==> config.mk <==
export PLATFORM = sky130hd
export DESIGN_NAME = psp_ctrl
export DESIGN_NICKNAME = d
export VERILOG_FILES = /design/src/rtl/core/psp_pkg.sv /design/src/rtl/core/psp_ctrl.sv
export SDC_FILE = /design/constraint.sdc
export NUM_CORES = 1
export LEC_CHECK = 0
export BUFFER_PORTS_ARGS = -buffer_cell sky130_fd_sc_hd__buf_2
export CORE_AREA = 8 8 45 47
export CTS_CLUSTER_SIZE = 24
export DETAILED_ROUTE_END_ITERATION = 10
export DIE_AREA = 0 0 53 55
export GPL_ROUTABILITY_DRIVEN = 0
export PLACE_DENSITY = 0.47
export SYNTH_ARGS = -nofsm -noshare
export SYNTH_HDL_FRONTEND = slang
export SYNTH_SLANG_ARGS = --single-unit
==> constraint.sdc <==
create_clock -name clk -period 1.4 [get_ports clk]
set_input_delay 0.14 -clock clk [delete_from_list [all_inputs] [get_ports clk]]
set_output_delay 0.14 -clock clk [all_outputs]
set_load 0.05 [all_outputs]
==> src/rtl/core/psp_pkg.sv <==
// Shared types, constants and the rank lookup for the pivot picker.
// No dependencies; used by psp_ctrl, psp_dpath and the top level.
package psp_pkg;

  localparam int MAX_ITEMS = 1024;
  localparam int ADDR_W    = $clog2(MAX_ITEMS);
  localparam int CNT_W     = $clog2(MAX_ITEMS + 1);
  localparam int CFG_W     = 11;
  localparam int VALUE_W   = 32;
  localparam int RANK_W    = 10;
  localparam int CMP_W     = (CFG_W > CNT_W) ?
                             ((CFG_W > RANK_W) ? CFG_W : RANK_W) :
                             ((CNT_W > RANK_W) ? CNT_W : RANK_W);
  localparam int CFG_IDX_W = 1;

  // Configuration register indexes
  localparam logic [CFG_IDX_W-1:0] CFG_ORDER_LIMIT    = 1'b0;
  localparam logic [CFG_IDX_W-1:0] CFG_COUNTER_OFFSET = 1'b1;

  localparam logic [CFG_W-1:0] ORDER_LIMIT_RST    = 11'd1024;
  localparam logic [CFG_W-1:0] COUNTER_OFFSET_RST = 11'd0;

  typedef struct packed {
    logic signed [VALUE_W-1:0] value;
    logic                      last;
  } in_item_t;

  typedef struct packed {
    logic signed [VALUE_W-1:0] pivot_value;
    logic [RANK_W-1:0]         pivot_rank;
    logic                      rank_error;
  } result_t;

  typedef enum logic [2:0] {
    S_IDLE,
    S_OUTER,
    S_SCAN,
    S_SWAP_A,
    S_SWAP_B,
    S_RANK,
    S_EMIT
  } state_t;

  // Controller -> datapath
  typedef struct packed {
    logic load;      // store the accepted value
    logic latch_set; // last item: capture n and the sort bound
    logic outer_rd;  // read position i, open a scan
    logic scan_rd;   // read position j
    logic swap_a;    // mem[min_pos] <= outer value
    logic swap_b;    // mem[i] <= running minimum, i++
    logic rank_rd;   // look up rank, read mem[k]
    logic emit;      // register the result, clear the set
  } cmd_t;

  // Datapath -> controller
  typedef struct packed {
    logic bound_zero; // sort bound of the set being closed is zero
    logic scan_end;   // j reached n
    logic outer_more; // another outer pass follows this one
  } status_t;

  function automatic logic [RANK_W-1:0] low_steps(input logic [CNT_W-1:0] s);
    logic [RANK_W-1:0] k;
    if (s > 50)      k = RANK_W'(24);
    else if (s > 40) k = RANK_W'(16);
    else if (s > 30) k = RANK_W'(12);
    else if (s > 20) k = RANK_W'(10);
    else if (s > 10) k = RANK_W'(8);
    else             k = RANK_W'(s >> 1);
    return k;
  endfunction

  // Short table while n + 1 < 120, long table otherwise
  function automatic logic [RANK_W-1:0] pick_rank(input logic [CNT_W-1:0] s,
                                                  input logic [CNT_W-1:0] n);
    logic [RANK_W-1:0] k;
    if (n < 119) begin
      if (s > 500)      k = RANK_W'(60);
      else if (s > 100) k = RANK_W'(32);
      else              k = low_steps(s);
    end else begin
      if (s > 550)      k = RANK_W'(100);
      else if (s > 300) k = RANK_W'(46);
      else if (s > 200) k = RANK_W'(36);
      else if (s > 150) k = RANK_W'(34);
      else if (s > 100) k = RANK_W'(32);
      else              k = low_steps(s);
    end
    return k;
  endfunction

endpackage

==> src/rtl/core/psp_ctrl.sv <==
// Sequencer for load, selection-sort passes, rank lookup and result.
// Depends on psp_pkg.
module psp_ctrl (
  input  logic             clk,
  input  logic             rst,
  input  logic             start,
  input  logic             last,
  input  psp_pkg::status_t status,
  output psp_pkg::cmd_t    cmd,
  output logic             busy
);

  psp_pkg::state_t state, state_next;

  always_ff @(posedge clk) begin
    if (rst) begin
      state <= psp_pkg::S_IDLE;
    end else begin
      state <= state_next;
    end
  end

  always_comb begin
    state_next = state;
    case (state)
      psp_pkg::S_IDLE: begin
        if (start && last) begin
          state_next = status.bound_zero ? psp_pkg::S_RANK : psp_pkg::S_OUTER;
        end
      end
      psp_pkg::S_OUTER: state_next = psp_pkg::S_SCAN;
      psp_pkg::S_SCAN: begin
        if (status.scan_end) begin
          state_next = psp_pkg::S_SWAP_A;
        end
      end
      psp_pkg::S_SWAP_A: state_next = psp_pkg::S_SWAP_B;
      psp_pkg::S_SWAP_B: begin
        state_next = status.outer_more ? psp_pkg::S_OUTER : psp_pkg::S_RANK;
      end
      psp_pkg::S_RANK: state_next = psp_pkg::S_EMIT;
      psp_pkg::S_EMIT: state_next = psp_pkg::S_IDLE;
      default:         state_next = psp_pkg::S_IDLE;
    endcase
  end

  always_comb begin
    cmd  = '0;
    busy = 1'b1;
    case (state)
      psp_pkg::S_IDLE: begin
        busy          = 1'b0;
        cmd.load      = start;
        cmd.latch_set = start && last;
      end
      psp_pkg::S_OUTER:  cmd.outer_rd = 1'b1;
      psp_pkg::S_SCAN:   cmd.scan_rd  = !status.scan_end;
      psp_pkg::S_SWAP_A: cmd.swap_a   = 1'b1;
      psp_pkg::S_SWAP_B: cmd.swap_b   = 1'b1;
      psp_pkg::S_RANK:   cmd.rank_rd  = 1'b1;
      psp_pkg::S_EMIT:   cmd.emit     = 1'b1;
      default:           busy         = 1'b1;
    endcase
  end

endmodule

==> results.txt, run 1 <==
Largest registers: state (3)
Yosys top cell by area: dfxtp_1
Share of layout cells above drive strength 1: 0.592
DIE WIDTH: 53 um
Placed cells: 59
Cell family with most CP delay: simple AND/OR/NAND/NOR gates
Hold Crit Class: in -> reg
Initial DRC count: 0
Max-slew violation count: 0
GRT Overall Usage: 0.0508
Worst Tran Pin Value: 0.335 ns
# hold bufs at CTS: 0
Row cnt: 14
IO Count: 16
Die height: 55 um
Flops & latches, synth: 3
CP Data Required Time: 1.26 ns
Post-place setup slack: 0.0815 ns
YS warnings: 0
CTS tree: built
Max-slew headroom: 0.771
Initial antenna violation count: 0
Hold Vio Cnt, Final: 0
HP Start: rst
First-pass GRT wire length: 1.06 mm
Min Clock Period, post-route: 1.39 ns
Detail Route Antenna Nets: 0
Worst reg2reg path startpoint: state[1]$_SDFFE_PP0P_
Clk sink count: 3
Largest Register: state
CTS Buf Count: 3
Core ar.: 0.00138 mm2
Net Sw Frac: 0.429
Power share of the clock group: 0.283
LEAKAGE: 0.192 nW
Crit-path cells: or3_4 -> nor2_4 -> buf_8
Worst VDD drop: 439 uV
DRT Wirelength: 722 um
Sequential share of the synthesized area: 0.293
Synth Cell Area: 205 um2
WP data arrival: 1.25 ns
Final net count: 57
Clk_lat worst skew: 0.23 ns
Maximum clock frequency: 0.721 GHz
Power Dens Cells: 1310 mW/mm2
Clock root buffer master: clkbuf_4
Vias: 280
Most frequent cells in the layout: buf_2 (10), nor2_1 (4), clkbuf_4 (4)
Kind of critical path: reg -> out
Hold Slack: 0.0965 ns
Vias in the first global route: 270
Tot Pwr: 0.000524 W
Dpl hpwl: 573 um
Crit-path slowest cell: or3_4
Cells after Synth: 29
Non-filler cells, final: 65
Run status: finished, final reports clean
Mean area per synthesized cell: 7.08 um2
Setup TNS: 0 ns
Top-area cell type share of the netlist area: 0.293
Final period utilization: 0.991
DR pass1 iterations: 1
DRC Markers: 0
Initial core utilization: 0.148
Area Overhead vs Synth: 95.1%
RSZ-0062 raised after global routing: yes
Worst Skew: 0.00236 ns
Max-cap viol count: 0
# port buffers: 15
Syn_nets: 36
Diodes inserted: 0
Top post-synthesis cells by area: dfxtp_1 (29%), nor2_1 (13%), inv_1 (5.5%), nand2_1 (5.5%), o311a_1 (4.9%)
Reg power frac: 0.221
Drt wl/cell: 11.1 um
Maximum fanout along the worst path: 6
Most common cell after layout, fill and taps aside: buf_2
P_int: 0.000299 W
Largest stage delay, worst path: 0.43 ns
Grt ovf: 0
Largest net degree at the start of global routing: 9
Die ar.: 0.00292 mm2
Element type at the critical path end: output port
Largest register FFs: 3
Reg clk slew, reported paths: 0.04 ns
Logic pwr share: 0.497
Drt via density: 4.31
Post-synth cell types: 17
H-Tree Depth: 1
Worst Setup SP: state[2]$_SDFFE_PP0P_
Max clock buf depth: 2
Setup violators final: 0
Nature of the critical path startpoint: flop
Switching Power: 0.000225 W
Crit path buf inv count: 1
Worst setup margin: 0.0128 ns
metal layers:
metal	global-route usage	vias up	routed length, um
met5	0	-	0
met4	0.0388	0	4
met3	0.0267	2	61
met2	0.0898	8	395
met1	0.0426	128	261
li1	-	142	-
cell type report:
type                       count  area (um2)
clock buffer                   4        26.3
timing repair buffer          17         121
multi-input combinational     22         155
sequential                     3        66.3
inverter                       3        11.3
fill                         162         983
tap                           16        20.0
Yosys cell counts:
cell type	number
nor3_1	1
nor2_1	7
and3_2	1
or2b_1	1
buf_2	1
a21boi_0	1
or3_2	1
o311a_1	1
dfxtp_1	3
or4b_1	1
a21oi_1	1
nor3b_1	1
inv_1	3
nand2_1	3
a2111oi_0	1
o31ai_1	1
o211ai_1	1
path summary, 6_finish.rpt:
| path | endpoint | slack [ns] | cells past startpoint |
|---|---|---|---|
| min reg2reg | state[0]$_SDFFE_PP0P_ | 0.51 | 1 |
| max reg2reg | state[2]$_SDFFE_PP0P_ | 0.12 | 4 |
| min | state[1]$_SDFFE_PP0P_ | 0.1 | 2 |
| max | cmd[6] | 0.01 | 3 |
worst register-to-register path: cells and delay by family, from the launching register on:
family / cells / cell delay (ns)
flip-flops: 1 / 0.34
AO/OA/AOI/OAI: 2 / 0.25
buffers and inverters: 1 / 0.14
AND/OR/NAND/NOR: 1 / 0.49
kinds of logic after synthesis:
logic type             count (synthesis)  share of synthesized area
and+or+nand+nor                       16                      0.402
buffers and inverters                  4                     0.0792
AOI/OAI and AO/OA                      6                      0.226
DFF                                    3                      0.293
power by group through the flow:
stage          registers, W  clock network (W)  logic [W]
2_1_floorplan      0.000108                  0   0.000184
3_3_place_gp       0.000120                  0   0.000219
3_5_place_dp       0.000120                  0   0.000219
4_1_cts            0.000115           0.000156   0.000251
5_1_grt            0.000117           0.000163   0.000276
6_report           0.000116           0.000148   0.000261
stage by stage:
stage                util  area (um2)
detailed placement  0.227         314
CTS                 0.275         380
floorplan               -         224
global placement    0.227         314
finish              0.289         400
global route        0.289         400
what timing repair did:
| action | 4_1_cts | 5_1_grt |
|---|---|---|
| buffers inserted | 2 | 0 |
| pin swaps | 3 | 1 |
| endpoints found under the setup margin | 5 | 7 |
| gates resized for setup | 9 | 8 |
Power figures use the tool's default switching activity.
==> run 2, diff against run 1 <==
--- a/config.mk
+++ b/config.mk
@@ -12,6 +12,7 @@
 export DIE_AREA = 0 0 53 55
 export GPL_ROUTABILITY_DRIVEN = 0
 export PLACE_DENSITY = 0.47
+export SETUP_SLACK_MARGIN = 0.02
 export SYNTH_ARGS = -nofsm -noshare
 export SYNTH_HDL_FRONTEND = slang
 export SYNTH_SLANG_ARGS = --single-unit
==> results.txt, run 2 (synthesized netlist as in run 1, its figures left out) <==
Largest register FFs: 3 (unchanged)
Hold Crit Class: in -> reg
Max-slew violation count: 0 (unchanged)
Most common cell after layout, fill and taps aside: buf_2
Worst VDD drop: 357 uV (-19%)
First-pass GRT wire length: 1.10 mm (+3.3%)
Row cnt: 14 (unchanged)
IO Count: 16 (unchanged)
FF+latch area: 67.6 um2 (+1.9%)
Nature of the critical path startpoint: flop
# hold bufs at CTS: 0 (unchanged)
Min Clock Period, post-route: 1.39 ns (+0.00777 ns)
RSZ-0062 raised after global routing: yes
Reg clk slew, reported paths: 0.03 ns (about the same)
H-Tree Depth: 1 (unchanged)
# port buffers: 15 (unchanged)
Drt via density: 4.24 (-1.5%)
DR pass1 iterations: 3 (+2)
Most frequent cells in the layout: buf_2 (8), buf_4 (5), nor2_1 (4), clkbuf_4 (4)
FF-to-FF path depth: 4 (unchanged)
Worst Skew: 0.00174 ns (-0.000625 ns)
Fill cells: 158 (-2.5%)
Max-cap viol count: 0 (unchanged)
Tot Pwr: 0.000534 W (+1.9%)
Maximum clock frequency: 0.717 GHz (-0.56%)
WP data arrival: 1.25 ns (about the same)
Clk sink count: 3 (unchanged)
Hold Slack: 0.109 ns (+0.0124 ns)
Die height: 55 um (unchanged)
DRT Wirelength: 721 um (-0.14%)
Drt wl/cell: 10.9 um (-1.7%)
Clk_lat worst skew: 0.23 ns (about the same)
CTS tree: built
CP Data Required Time: 1.26 ns (about the same)
Largest Register: state
LEAKAGE: 0.196 nW (+2.0%)
Detail Route Antenna Nets: 0 (unchanged)
Share of layout cells above drive strength 1: 0.600 (+0.00816)
Diodes inserted: 0 (unchanged)
Hold Crit Depth: 2 (unchanged)
Placed cells: 60 (+1.7%)
CTS Buf Count: 3 (unchanged)
Kind of critical path: reg -> out
Final net count: 58 (+1.8%)
Initial antenna violation count: 0 (unchanged)
GRT Overall Usage: 0.0519 (+0.00106)
Maximum fanout along the worst path: 6 (unchanged)
Clock root buffer master: clkbuf_4
Die ar.: 0.00292 mm2 (unchanged)
Area of the multi-input gates: 155 um2 (unchanged)
Hold Vio Cnt, Final: 0 (unchanged)
Vias in the first global route: 286 (+5.9%)
Area Overhead vs Synth: 102%
Setup violators final: 0 (unchanged)
Final period utilization: 0.996 (+0.00555)
Power Dens Cells: 1290 mW/mm2 (-1.5%)
Largest registers: state (3)
Grt ovf: 0 (unchanged)
Vias: 280 (unchanged)
DIE WIDTH: 53 um (unchanged)
Max-slew headroom: 0.758 (-0.0126)
Non-filler cells, final: 66 (+1.5%)
Worst Tran Pin Value: 0.354 ns (+0.0184 ns)
Initial core utilization: 0.148 (unchanged)
Run status: finished, final reports clean
Initial DRC count: 1 (+1)
Element type at the critical path end: output port
Largest net degree at the start of global routing: 9 (unchanged)
Max clock buf depth: 2 (unchanged)
DRC Markers: 0 (unchanged)
Core ar.: 0.00138 mm2 (unchanged)
Dpl hpwl: 578 um (+0.91%)
[run 2: worst paths after layout]
check	from	slack (ns)	endpoint
hold reg to reg	state[0]$_SDFFE_PP0P_	0.49	state[0]$_SDFFE_PP0P_
setup / recovery	state[1]$_SDFFE_PP0P_	0.005	cmd[6]
setup reg to reg	state[1]$_SDFFE_PP0P_	0.12	state[2]$_SDFFE_PP0P_
hold / removal	rst	0.11	state[1]$_SDFFE_PP0P_
[run 2: per-stage QoR]
| step | util | setup TNS [ns] | worst slack (ns) | area [um2] |
|---|---|---|---|---|
| final | 0.299 | 0 | 0.00502 | 414 |
| after detailed placement | 0.232 | 0 | 0.110 | 322 |
| after global routing | 0.299 | -0.0794 | -0.0394 | 414 |
| after CTS | 0.283 | -0.00237 | -0.00177 | 392 |
| after floorplan | - | -0.833 | -0.275 | 224 |
| after global placement | 0.232 | 0 | 0.112 | 322 |
[run 2: critical path, stage by stage, from the launching register on]
cell and delay (ns):
dfxtp_4 0.35, or3_4 0.42, nor2_4 0.10, buf_6 0.16
[run 2: what timing repair did]
action | in CTS | in global routing
buffers inserted | 1 | 1
setup endpoints to repair | 7 | 9
pin swaps | 3 | 0
resized for setup | 13 | 7
[run 2: per-layer routing]
layer | GRT usage | wire length [um]
met4 | 0.0517 | 4
met3 | 0.0160 | 77
met1 | 0.0470 | 235
met2 | 0.0898 | 404
met5 | 0 | 0
[run 2: power breakdown]
group | leakage, nW | switching [W] | total (W) | internal (W)
Sequential | 0.0260 | 0.0000178 | 0.000117 | 0.0000989
Combinational | 0.155 | 0.000171 | 0.000271 | 0.000101
Clock | 0.0150 | 0.0000395 | 0.000146 | 0.000106
[run 2: final cells by class]
cell class	count	share of cell area
multi-input combinational	22	0.375
timing repair buffer	18	0.323
sequential	3	0.163
clock buffer	4	0.0634
tap	16	0.0483
inverter	3	0.0272
==> run 3, diff against run 2 <==
--- a/config.mk
+++ b/config.mk
@@ -5,14 +5,15 @@
 export SDC_FILE = /design/constraint.sdc
 export NUM_CORES = 1
 export LEC_CHECK = 0
+export ABC_AREA = 1
 export BUFFER_PORTS_ARGS = -buffer_cell sky130_fd_sc_hd__buf_2
 export CORE_AREA = 8 8 45 47
 export CTS_CLUSTER_SIZE = 24
 export DETAILED_ROUTE_END_ITERATION = 10
 export DIE_AREA = 0 0 53 55
 export GPL_ROUTABILITY_DRIVEN = 0
-export PLACE_DENSITY = 0.47
-export SETUP_SLACK_MARGIN = 0.02
+export PLACE_DENSITY = 0.5
+export SETUP_SLACK_MARGIN = 0.1
 export SYNTH_ARGS = -nofsm -noshare
 export SYNTH_HDL_FRONTEND = slang
 export SYNTH_SLANG_ARGS = --single-unit
==> results.txt, run 3 <==
Most frequent cells in the layout: buf_2 (9), inv_1 (6), nor2_2 (5), nand3_1 (5)
Grt ovf: 0 (unchanged)
DRC Markers: 0 (unchanged)
Placed cells: 66 (+10%)
Final net count: 64 (+10%)
Asr flop ratio synth: 0 (unchanged)
Die ar.: 0.00292 mm2 (unchanged)
CTS tree: built
Top post-synthesis cells by area: dfxtp_1 (28%), inv_1 (14%), nand3_1 (12%), nor2_2 (12%), nor2_1 (8.9%)
RSZ-0062 raised after global routing: yes
Fill cells: 157 (-0.63%)
Detail Route Antenna Nets: 0 (unchanged)
Yosys top cell by area: dfxtp_1
Crit path capture: cmd[6]
Crit-path slowest cell: dfxtp_4
Final period utilization: 0.904 (-0.0923)
Crit path buf inv count: 1 (unchanged)
Clock root buffer master: clkbuf_4
YS warnings: 0 (unchanged)
Worst Skew: 0.00120 ns (-0.000538 ns)
Post-synth cell types: 10 (-7)
Nature of the critical path startpoint: flop
Largest registers: state (3)
DRT Wirelength: 673 um (-6.7%)
Worst reg2reg path startpoint: state[1]$_SDFFE_PP0P_
Max clock buf depth: 2 (unchanged)
CP Data Required Time: 1.26 ns (about the same)
H-Tree Depth: 1 (unchanged)
Share of layout cells above drive strength 1: 0.607 (+0.00714)
Setup violators final: 0 (unchanged)
CTS Buf Count: 3 (unchanged)
Post-synth top flop: dfxtp_1
Clk_lat worst skew: 0.23 ns (about the same)
Final Util: 0.297 (-0.00181)
LEAKAGE: 0.229 nW (+17%)
Largest Register: state
Worst Tran Pin Value: 0.252 ns (-0.101 ns)
Clk sink count: 3 (unchanged)
Largest net degree at the start of global routing: 9 (unchanged)
Area of the multi-input gates: 149 um2 (-4.0%)
Crit-path cells: nor2_4 -> nand2_2 -> nor2_2 -> buf_6
Drt wl/cell: 9.35 um (-14%)
Synth Cell Area: 211 um2 (+3.0%)
Largest stage delay, worst path: 0.36 ns (-0.06 ns)
Max-slew headroom: 0.833 (+0.0748)
Tot Pwr: 0.00116 W (+120%)
Maximum clock frequency: 0.790 GHz (+10%)
Core ar.: 0.00138 mm2 (unchanged)
FF+latch area: 65.1 um2 (-3.7%)
Sequential share of the synthesized area: 0.284 (-0.00866)
Max-cap viol count: 0 (unchanged)
Initial core utilization: 0.153 (+0.00452)
Vias in the first global route: 279 (-2.4%)
Flops & latches, synth: 3 (unchanged)
Area Overhead vs Synth: 94.7%
Run status: finished, final reports clean
Dpl hpwl: 537 um (-7.1%)
Power Dens Cells: 2810 mW/mm2 (+120%)
Syn_nets: 42 (+17%)
Element type at the critical path end: output port
Worst Setup SP: state[1]$_SDFFE_PP0P_
Setup TNS: 0 ns (unchanged)
Largest register FFs: 3 (unchanged)
Diodes inserted: 0 (unchanged)
Initial antenna violation count: 0 (unchanged)
Worst VDD drop: 870 uV (+140%)
Most common cell in the synthesized netlist: inv_1
# port buffers: 15 (unchanged)
IO Count: 16 (unchanged)
Cells after Synth: 35 (+21%)
Non-filler cells, final: 72 (+9.1%)
FF-to-FF path depth: 6 (+2)
Hold Vio Cnt, Final: 0 (unchanged)
Critical Path Stages: 4 (+1)
Worst R2R End: state[0]$_SDFFE_PP0P_
Commonest cells in the netlist: inv_1 (8), nand3_1 (5), nor2_1 (5), nor2_2 (4)
Mean area per synthesized cell: 6.04 um2 (-15%)
Kind of critical path: reg -> out
Drt via density: 3.97 (-6.4%)
Row cnt: 14 (unchanged)
Cell family with most CP delay: simple AND/OR/NAND/NOR gates
Reg clk slew, reported paths: 0.04 ns (about the same)
Hold Crit Class: in -> reg
Min Clock Period, post-route: 1.27 ns (-0.129 ns)
DR pass1 iterations: 4 (+1)
Max-slew violation count: 0 (unchanged)
R2R Setup Slk: 0.36 ns (+0.24 ns)
Top-area cell type share of the netlist area: 0.284 (-0.00866)
Initial DRC count: 5 (+4)
Number of enable flip-flop cells after synthesis: 0 (unchanged)
DIE WIDTH: 53 um (unchanged)
Hold Slack: 0.0652 ns (-0.0437 ns)
Maximum fanout along the worst path: 4 (-2)
First-pass GRT wire length: 986 um (-10%)
Die height: 55 um (unchanged)
WP data arrival: 1.13 ns (-0.12 ns)
Most common cell after layout, fill and taps aside: buf_2
GRT Overall Usage: 0.0475 (-0.00437)
Vias: 286 (+2.1%)
run 3: cell families after synthesis:
| family | count (synthesis) | synth area share |
|---|---|---|
| simple gates | 22 | 0.527 |
| compound gates | 2 | 0.0473 |
| buf+inv | 8 | 0.142 |
| flops | 3 | 0.284 |
run 3: timing repair:
item | in CTS | in global routing
buffers inserted | 1 | 1
pin swaps | 1 | 1
hold buffers | 0 | 0
setup endpoints to repair | 9 | 6
gates resized for setup | 10 | 12
run 3: report_power, final:
part	internal, W	switching, W	leakage (nW)	total [W]
clock network	0.000107	0.0000471	0.0150	0.000154
registers	0.000133	0.0000808	0.0257	0.000213
logic	0.000246	0.000545	0.188	0.000791
run 3: final cells by class:
cell class,count,share of cell area
clock buffer,4,0.0638
inverter,8,0.0851
multi-input combinational,24,0.362
sequential,3,0.158
tap,16,0.0486
timing repair buffer,17,0.283
run 3: metal layers:
metal  GRT usage  part of all wire  vias up
met5           0                 0        -
met2      0.0762              0.51        9
met4      0.0647             0.025        0
met1      0.0379              0.37      125
met3      0.0214             0.098        2
li1            -                 -      150
run 3: worst min path at each step:
| stage | start | to | depth (start not counted) |
|---|---|---|---|
| final | rst | state[1]$_SDFFE_PP0P_ | 2 |
| after global routing | rst | state[1]$_SDFFE_PP0P_ | 2 |
| after CTS | rst | state[1]$_SDFFE_PP0P_ | 2 |
| after detailed placement | rst | state[1]$_SDFFE_PP0P_ | 2 |
| after global placement | rst | state[1]$_SDFFE_PP0P_ | 2 |
| after floorplan | rst | state[1]$_SDFFE_PP0P_ | 1 |
run 3: through the flow:
| stage | setup slack, ns | cell area (um2) |
|---|---|---|
| 2_1_floorplan | -0.240 | 224 |
| 3_3_place_gp | 0.183 | 319 |
| 6_report | 0.134 | 412 |
| 4_1_cts | 0.103 | 374 |
| 3_5_place_dp | 0.185 | 319 |
| 5_1_grt | 0.0862 | 412 |
